## src/rtl/core/plc_pkg.sv

```systemverilog
// Shared types and constants of the per-address connection limiter.
package plc_pkg;

    localparam int ADDR_W      = 32;
    localparam int SID_W       = 16;
    localparam int COUNT_W     = 7;
    localparam int STATUS_W    = 3;
    localparam int LIMIT_W     = 8;
    localparam int CFG_IDX_W   = 1;

    localparam logic [COUNT_W-1:0] COUNT_MAX = 7'd127;

    localparam logic [STATUS_W-1:0] STAT_OK               = 3'd0;
    localparam logic [STATUS_W-1:0] STAT_TOO_MANY_CLIENTS = 3'd1;
    localparam logic [STATUS_W-1:0] STAT_TOO_MANY_ADDR    = 3'd2;
    localparam logic [STATUS_W-1:0] STAT_TABLE_FULL       = 3'd3;
    localparam logic [STATUS_W-1:0] STAT_UNKNOWN_SESSION  = 3'd4;

    localparam logic [CFG_IDX_W-1:0] REG_MAX_CLIENTS     = 1'd0;
    localparam logic [CFG_IDX_W-1:0] REG_MAX_PER_ADDRESS = 1'd1;

    localparam logic MODE_OPEN  = 1'b0;
    localparam logic MODE_CLOSE = 1'b1;

    typedef enum logic [1:0] {
        OP_NONE    = 2'd0,
        OP_WRITE   = 2'd1,
        OP_SETDATA = 2'd2,
        OP_REMOVE  = 2'd3
    } tbl_op_t;

    typedef struct packed {
        logic              mode;
        logic [ADDR_W-1:0] source_address;
        logic [SID_W-1:0]  session_id;
    } in_word_t;

    typedef struct packed {
        logic [STATUS_W-1:0] status;
        logic [COUNT_W-1:0]  address_count;
        logic [COUNT_W-1:0]  client_count;
    } out_word_t;

endpackage

```

## src/rtl/core/plc_cell.sv

```systemverilog
// One table cell: holds a key and its data, compares against the lookup key.
module plc_cell #(
    parameter int KEY_W  = 32,
    parameter int DATA_W = 7,
    parameter int IDX_W  = 6,
    parameter int FILL_W = 7,
    parameter int INDEX  = 0
) (
    input  logic              aclk,
    input  plc_pkg::tbl_op_t  op,
    input  logic [IDX_W-1:0]  pos,
    input  logic [FILL_W-1:0] fill,
    input  logic [KEY_W-1:0]  wr_key,
    input  logic [DATA_W-1:0] wr_data,
    input  logic [KEY_W-1:0]  up_key,
    input  logic [DATA_W-1:0] up_data,
    input  logic [KEY_W-1:0]  look_key,
    output logic [KEY_W-1:0]  key,
    output logic [DATA_W-1:0] data,
    output logic              match
);
    import plc_pkg::*;

    localparam logic [IDX_W-1:0]  MY_IDX  = IDX_W'(INDEX);
    localparam logic [FILL_W-1:0] MY_FILL = FILL_W'(INDEX);

    logic [KEY_W-1:0]  key_reg,  key_next;
    logic [DATA_W-1:0] data_reg, data_next;

    always_comb begin
        key_next  = key_reg;
        data_next = data_reg;
        unique case (op)
            OP_NONE: begin
            end
            OP_WRITE: begin
                if (pos == MY_IDX) begin
                    key_next  = wr_key;
                    data_next = wr_data;
                end
            end
            OP_SETDATA: begin
                if (pos == MY_IDX) begin
                    data_next = wr_data;
                end
            end
            OP_REMOVE: begin
                if (MY_IDX >= pos) begin
                    key_next  = up_key;
                    data_next = up_data;
                end
            end
        endcase
    end

    always_ff @(posedge aclk) begin
        key_reg  <= key_next;
        data_reg <= data_next;
    end

    assign key   = key_reg;
    assign data  = data_reg;
    assign match = (MY_FILL < fill) && (key_reg == look_key);

endmodule

```

## src/rtl/core/plc_table.sv

```systemverilog
// Row of cells kept packed from slot zero, with fill count and registered lookup.
module plc_table #(
    parameter int SLOTS  = 64,
    parameter int KEY_W  = 32,
    parameter int DATA_W = 7,
    parameter int IDX_W  = $clog2(SLOTS),
    parameter int FILL_W = $clog2(SLOTS + 1)
) (
    input  logic              aclk,
    input  logic              aresetn,
    input  plc_pkg::tbl_op_t  op,
    input  logic [IDX_W-1:0]  pos,
    input  logic [KEY_W-1:0]  wr_key,
    input  logic [DATA_W-1:0] wr_data,
    input  logic [KEY_W-1:0]  look_key,
    output logic              hit,
    output logic [IDX_W-1:0]  idx,
    output logic [DATA_W-1:0] data,
    output logic [FILL_W-1:0] fill
);
    import plc_pkg::*;

    localparam logic [FILL_W-1:0] FILL_MAX = FILL_W'(SLOTS);

    logic [KEY_W-1:0]  cell_key  [SLOTS+1];
    logic [DATA_W-1:0] cell_data [SLOTS+1];
    logic [SLOTS-1:0]  cell_match;

    logic              hit_reg,  hit_next;
    logic [IDX_W-1:0]  idx_reg,  idx_next;
    logic [DATA_W-1:0] data_reg, data_next;
    logic [FILL_W-1:0] fill_reg, fill_next;

    assign cell_key[SLOTS]  = '0;
    assign cell_data[SLOTS] = '0;

    for (genvar i = 0; i < SLOTS; i++) begin : g_cell
        plc_cell #(
            .KEY_W  (KEY_W),
            .DATA_W (DATA_W),
            .IDX_W  (IDX_W),
            .FILL_W (FILL_W),
            .INDEX  (i)
        ) u_cell (
            .aclk     (aclk),
            .op       (op),
            .pos      (pos),
            .fill     (fill_reg),
            .wr_key   (wr_key),
            .wr_data  (wr_data),
            .up_key   (cell_key[i+1]),
            .up_data  (cell_data[i+1]),
            .look_key (look_key),
            .key      (cell_key[i]),
            .data     (cell_data[i]),
            .match    (cell_match[i])
        );
    end

    // keys are unique among valid cells, so the hit collapses by OR
    always_comb begin
        hit_next  = 1'b0;
        idx_next  = '0;
        data_next = '0;
        for (int i = 0; i < SLOTS; i++) begin
            if (cell_match[i]) begin
                hit_next  = 1'b1;
                idx_next  = idx_next | IDX_W'(i);
                data_next = data_next | cell_data[i];
            end
        end
    end

    always_comb begin
        fill_next = fill_reg;
        unique case (op)
            OP_WRITE:   fill_next = fill_reg + FILL_W'(1);
            OP_REMOVE:  fill_next = fill_reg - FILL_W'(1);
            OP_NONE,
            OP_SETDATA: fill_next = fill_reg;
        endcase
    end

    always_ff @(posedge aclk) begin
        if (!aresetn) begin
            hit_reg  <= 1'b0;
            fill_reg <= '0;
        end else begin
            hit_reg  <= hit_next;
            fill_reg <= fill_next;
        end
    end

    always_ff @(posedge aclk) begin
        idx_reg  <= idx_next;
        data_reg <= data_next;
    end

    assign hit  = hit_reg;
    assign idx  = idx_reg;
    assign data = data_reg;
    assign fill = fill_reg;

    a_fill_bound: assert property (@(posedge aclk) disable iff (!aresetn)
        fill_reg <= FILL_MAX)
        else $error("fill count above slot count");

    a_write_at_end: assert property (@(posedge aclk) disable iff (!aresetn)
        (op == OP_WRITE) |-> (fill_reg < FILL_MAX) && (FILL_W'(pos) == fill_reg))
        else $error("insert not at end of packed row");

    a_remove_valid: assert property (@(posedge aclk) disable iff (!aresetn)
        (op == OP_REMOVE) |-> (FILL_W'(pos) < fill_reg))
        else $error("remove outside valid cells");

endmodule
```

## config.mk

```make
export PLATFORM = sky130hd
export DESIGN_NAME = plc_table
export DESIGN_NICKNAME = d
export VERILOG_FILES = /design/src/rtl/core/plc_pkg.sv /design/src/rtl/core/plc_cell.sv /design/src/rtl/core/plc_table.sv
export SDC_FILE = /design/constraint.sdc
export NUM_CORES = 2
export LEC_CHECK = 0
export ABC_AREA = 1
export BUFFER_PORTS_ARGS = -buffer_cell sky130_fd_sc_hd__buf_2
export CAP_MARGIN = 0
export CORE_ASPECT_RATIO = 1.2
export CORE_MARGIN = 3
export CORE_UTILIZATION = 40
export CTS_BUF_LIST = sky130_fd_sc_hd__clkbuf_4
export DETAILED_ROUTE_END_ITERATION = 7
export PLACE_DENSITY = 0.52
export SETUP_SLACK_MARGIN = 0.15
export SYNTH_ARGS = -nofsm -noshare
export SYNTH_HDL_FRONTEND = slang
export SYNTH_SLANG_ARGS = --single-unit
```

## constraint.sdc

```tcl
create_clock -name aclk -period 7.5 [get_ports aclk]
set_input_delay 1.5 -clock aclk [delete_from_list [all_inputs] [get_ports aclk]]
set_output_delay 1.5 -clock aclk [all_outputs]
set_load 0.005 [all_outputs]
```

==> summary.txt <==
Worst setup path
  – Worst-path cell chain: nand2_1 > inv_1 > nand2_1 > o21ai_0 > nor2_1 > nand3_1 > inv_1 > nand2_1 > nand4_1 > nor2_1 > nand2_1 > nor2_1 > nand2_1
  – CP top delay family: simple AND/OR/NAND/NOR gates
  – R2R cell count: 13
  – Setup slack, reg-to-reg: 2.36 ns
  – Critical Path RT: 9.09 ns
  – Worst r2r dst: data[0]
  – Setup crit start kind: flip-flop
  – Critical path buffers and inverters: 2
  – Worst Path Arrival: 6.73 ns
  – CP peak stage delay: 0.77 ns
  – CP dominant cell by count: nand2_1
  – Reg2reg start: fill[3]
  – Crit path max fanout: 9
  – Critical path's slowest cell: dfxtp_1
  – WS Path Type: reg2reg
  – Worst Setup End Kind: flip-flop

Floorplan
  – Die span in x: 533 µm
  – Die Span Y: 638 µm
  – Core ar.: 331000 µm²
  – Initial core utilization: 40.3%
  – Die area: 340000 µm²
  – # rows: 231
  – Num ports: 102

Logic synthesis
  – Mapped Avg Cell Area: 9.03 µm²
  – Library cells used by synthesis: 47
  – Cell Area, Synth: 133000 µm²
  – Synth top area cells: edfxtp_1 56%, nand2_1 16%, xnor2_1 7.0%
  – Synth top area share: 56.3%
  – Ys Warns: 0
  – Area leader, netlist: edfxtp_1
  – EDFF count, synth: 2496
  – Ys async rst share: 0%
  – Total nets after synthesis: 14800
  – Commonest register cell after synthesis: edfxtp_1
  – Register area share after synthesis: 56.6%
  – Cell count after synthesis: 14700
  – Yosys reg bits: 2517

Timing
  – Final hold vios: 0
  – Shortest period the worst path allows: 5.14 ns
  – FMAX: 195 MHz
  – Headroom to the max-slew limit: 0.385%
  – RSZ-0062 raised after global routing: false
  – Worst clock skew: 0.106 ns
  – Count of final max-slew check failures: 0
  – Total Neg Setup Slack: 0 ns
  – Final setup vio count: 0
  – Final Cycle Share: 68.5%
  – Worst slew pin tran: 1.49 ns

Detailed routing
  – Vias per inst: 5.92
  – Routed Wire Length: 728 mm
  – # DRC: 0
  – Drt pass-1 iters: 7
  – Iteration-0 DRC Markers: 18700
  – Wire per inst: 36.4 µm
  – Antenna Nets Post-Route: 0
  – DR vias: 119000

Global route
  – Overall routing resource usage: 41.5%
  – First-pass GRT wire length: 962 mm
  – Largest net degree at the start of global routing: 191
  – Number of antenna violations at the first check in global routing: 75
  – Overflow left after global routing: 0
  – Number of global-route vias before repair: 110000

Finish
  – Utilization after layout: 44.9%
  – Area grow syn2layout: 11.6%
  – Layout cells sized above 1: 12.2%
  – Nets: 15100
  – Largest register FFs: 2048

Power and ir drop
  – Clock power share: 36.7%
  – Pwr per Cell Area: 244 nW/µm²
  – Switching Share: 31.4%
  – LEAKAGE: 59.8 nW
  – Comb power frac: 14.6%
  – Int Power: 0.0249 W
  – Seq pwr share: 48.6%
  – Psw: 0.0114 W
  – Worst VDD drop: 0.141 mV

Clocking
  – Maximum root-to-sink buffer count: 4
  – CTS Buf Count: 691
  – Postcts setup bufs: 0
  – H-Tree Depth: 6
  – Post-cts resize count: 0
  – Clk sinks: 2517
  – Cts hold-fix bufs: 0
  – TritonCTS clock tree: yes
  – CTS root buf: clkbuf_4
  – Clk slew on worst S/H paths: 0.08 ns
  – Clk_lat worst skew: 1.69 ns

Hold path
  – Hold crit path type: in2reg
  – Hold Path Cell Cnt: 3
  – Hold worst-path end: fill[3]
  – Hold Path Origin: aresetn

Placement
  – GP Congestion: 1.05
  – Port bufs: 101
  – DP HPWL: 519 mm

Job
  – MaxCap Viol Count: 1

Outcome
  – Outcome: complete, but fails checks
  – Violated checks: max-capacitance violations
==> worst register-to-register path, cell delays in order (launching register included) <==
cell and delay (ns):
dfxtp_1 0.77, nand2_1 0.46, inv_1 0.53, nand2_1 0.34, o21ai_0 0.61, nor2_1 0.13, nand3_1 0.71, inv_1 0.50
nand2_1 0.15, nand4_1 0.08, nor2_1 0.40, nand2_1 0.10, nor2_1 0.13, nand2_1 0.07
==> per-stage QoR <==
stage	power, W	instance area [µm²]	std cells	hold WS [ns]	worst slack [ns]
2_1_floorplan	0.0204	133000	14700	0.518	1.77
3_3_place_gp	0.0230	140000	18800	0.528	1.63
3_5_place_dp	0.0230	140000	18800	0.534	1.71
4_1_cts	0.0362	148000	20000	0.0427	2.62
5_1_grt	0.0373	149000	20000	0.139	2.55
6_report	0.0363	149000	20000	0.167	2.36
==> logic make-up (layout without fill, tap and decap cells) <==
kind of cell,after synthesis,after routing,share of synthesized area [%]
adders and majority gates,8,8,0.0752
and+or+nand+nor,7617,7617,23.3
buffers and inverters,1987,2807,6.48
other,0,43,0
DFF,2517,2517,56.6
xor gates and xnor gates,1188,1188,7.82
AOI/OAI and AO/OA,1423,1423,5.64
==> cell usage after synthesis, types with 5 or more instances <==
cell type	n
edfxtp_1	2496
nand2_2	5
o21ai_0	1070
a21oi_1	99
inv_2	34
xnor2_1	1061
nor2_2	112
clkbuf_1	513
nor3_1	39
nand3_1	263
ha_1	8
nor2_4	12
or2_2	8
nand4_1	643
a211oi_1	54
xor2_1	126
nor2_1	856
dfxtp_1	21
buf_1	10
o21ai_1	36
buf_4	77
nand2_1	5655
buf_2	176
o22ai_1	140
inv_1	1087
o211ai_1	8
buf_6	87
==> power groups by stage <==
| stage | clock network (W) | registers (W) | logic [W] |
|---|---|---|---|
| detailed placement | 0 | 0.0179 | 0.00511 |
| CTS | 0.0134 | 0.0176 | 0.00512 |
| floorplan | 0 | 0.0175 | 0.00286 |
| global route | 0.0141 | 0.0177 | 0.00551 |
| finish | 0.0133 | 0.0177 | 0.00531 |
| global placement | 0 | 0.0179 | 0.00508 |
==> worst max path at each step <==
| stage | start | to | slack (ns) | cells after the start |
|---|---|---|---|---|
| 6_report | fill[3] | data[0] | 2.36 | 13 |
| 5_1_grt | fill[3] | data[0] | 2.55 | 13 |
| 4_1_cts | fill[3] | data[0] | 2.62 | 13 |
| 3_5_place_dp | look_key[24] | data[1] | 1.71 | 16 |
| 3_3_place_gp | look_key[24] | data[1] | 1.63 | 16 |
| 2_1_floorplan | op[0] | g_cell[14].u_cell.key[0] | 1.77 | 9 |
==> cell type report <==
class	count	area [µm²]
fill	33100	182000
sequential	2517	75400
multi-input combinational	10200	50200
clock buffer	1036	7780
tap	4427	5540
inverter	1124	4240
timing repair buffer	489	4230
clock inverter	158	1130
antenna	43	108
==> per-layer routing <==
metal,GRT usage [%],vias to the layer above,part of all wire [%],routed length (µm)
met5,0,-,0.045,326
met4,26.6,50,7.8,56700
met3,11.2,1997,12,87800
met2,61.8,8717,43,312000
met1,53.2,58300,37,271000
li1,-,49500,-,-
==> cell usage in the layout (no fill, tap or decap), types with 18 or more instances in the layout <==
master,n
buf_6,32
clkinv_1,92
diode_2,43
nor3_1,27
nand2_4,35
buf_4,339
nor2_1,850
a21oi_1,73
dfxtp_1,21
o21ai_0,1068
clkinvlp_4,18
nor2_2,114
clkbuf_4,1036
xor2_1,126
a211oi_1,20
buf_2,69
buf_12,49
inv_2,35
o21ai_1,37
a21oi_4,22
nand2_1,5616
edfxtp_1,2496
nand3_1,263
a211oi_4,27
inv_1,1084
nand4_1,643
o22ai_1,137
xnor2_1,1061
Note: power is estimated with default switching activity, not from simulation.
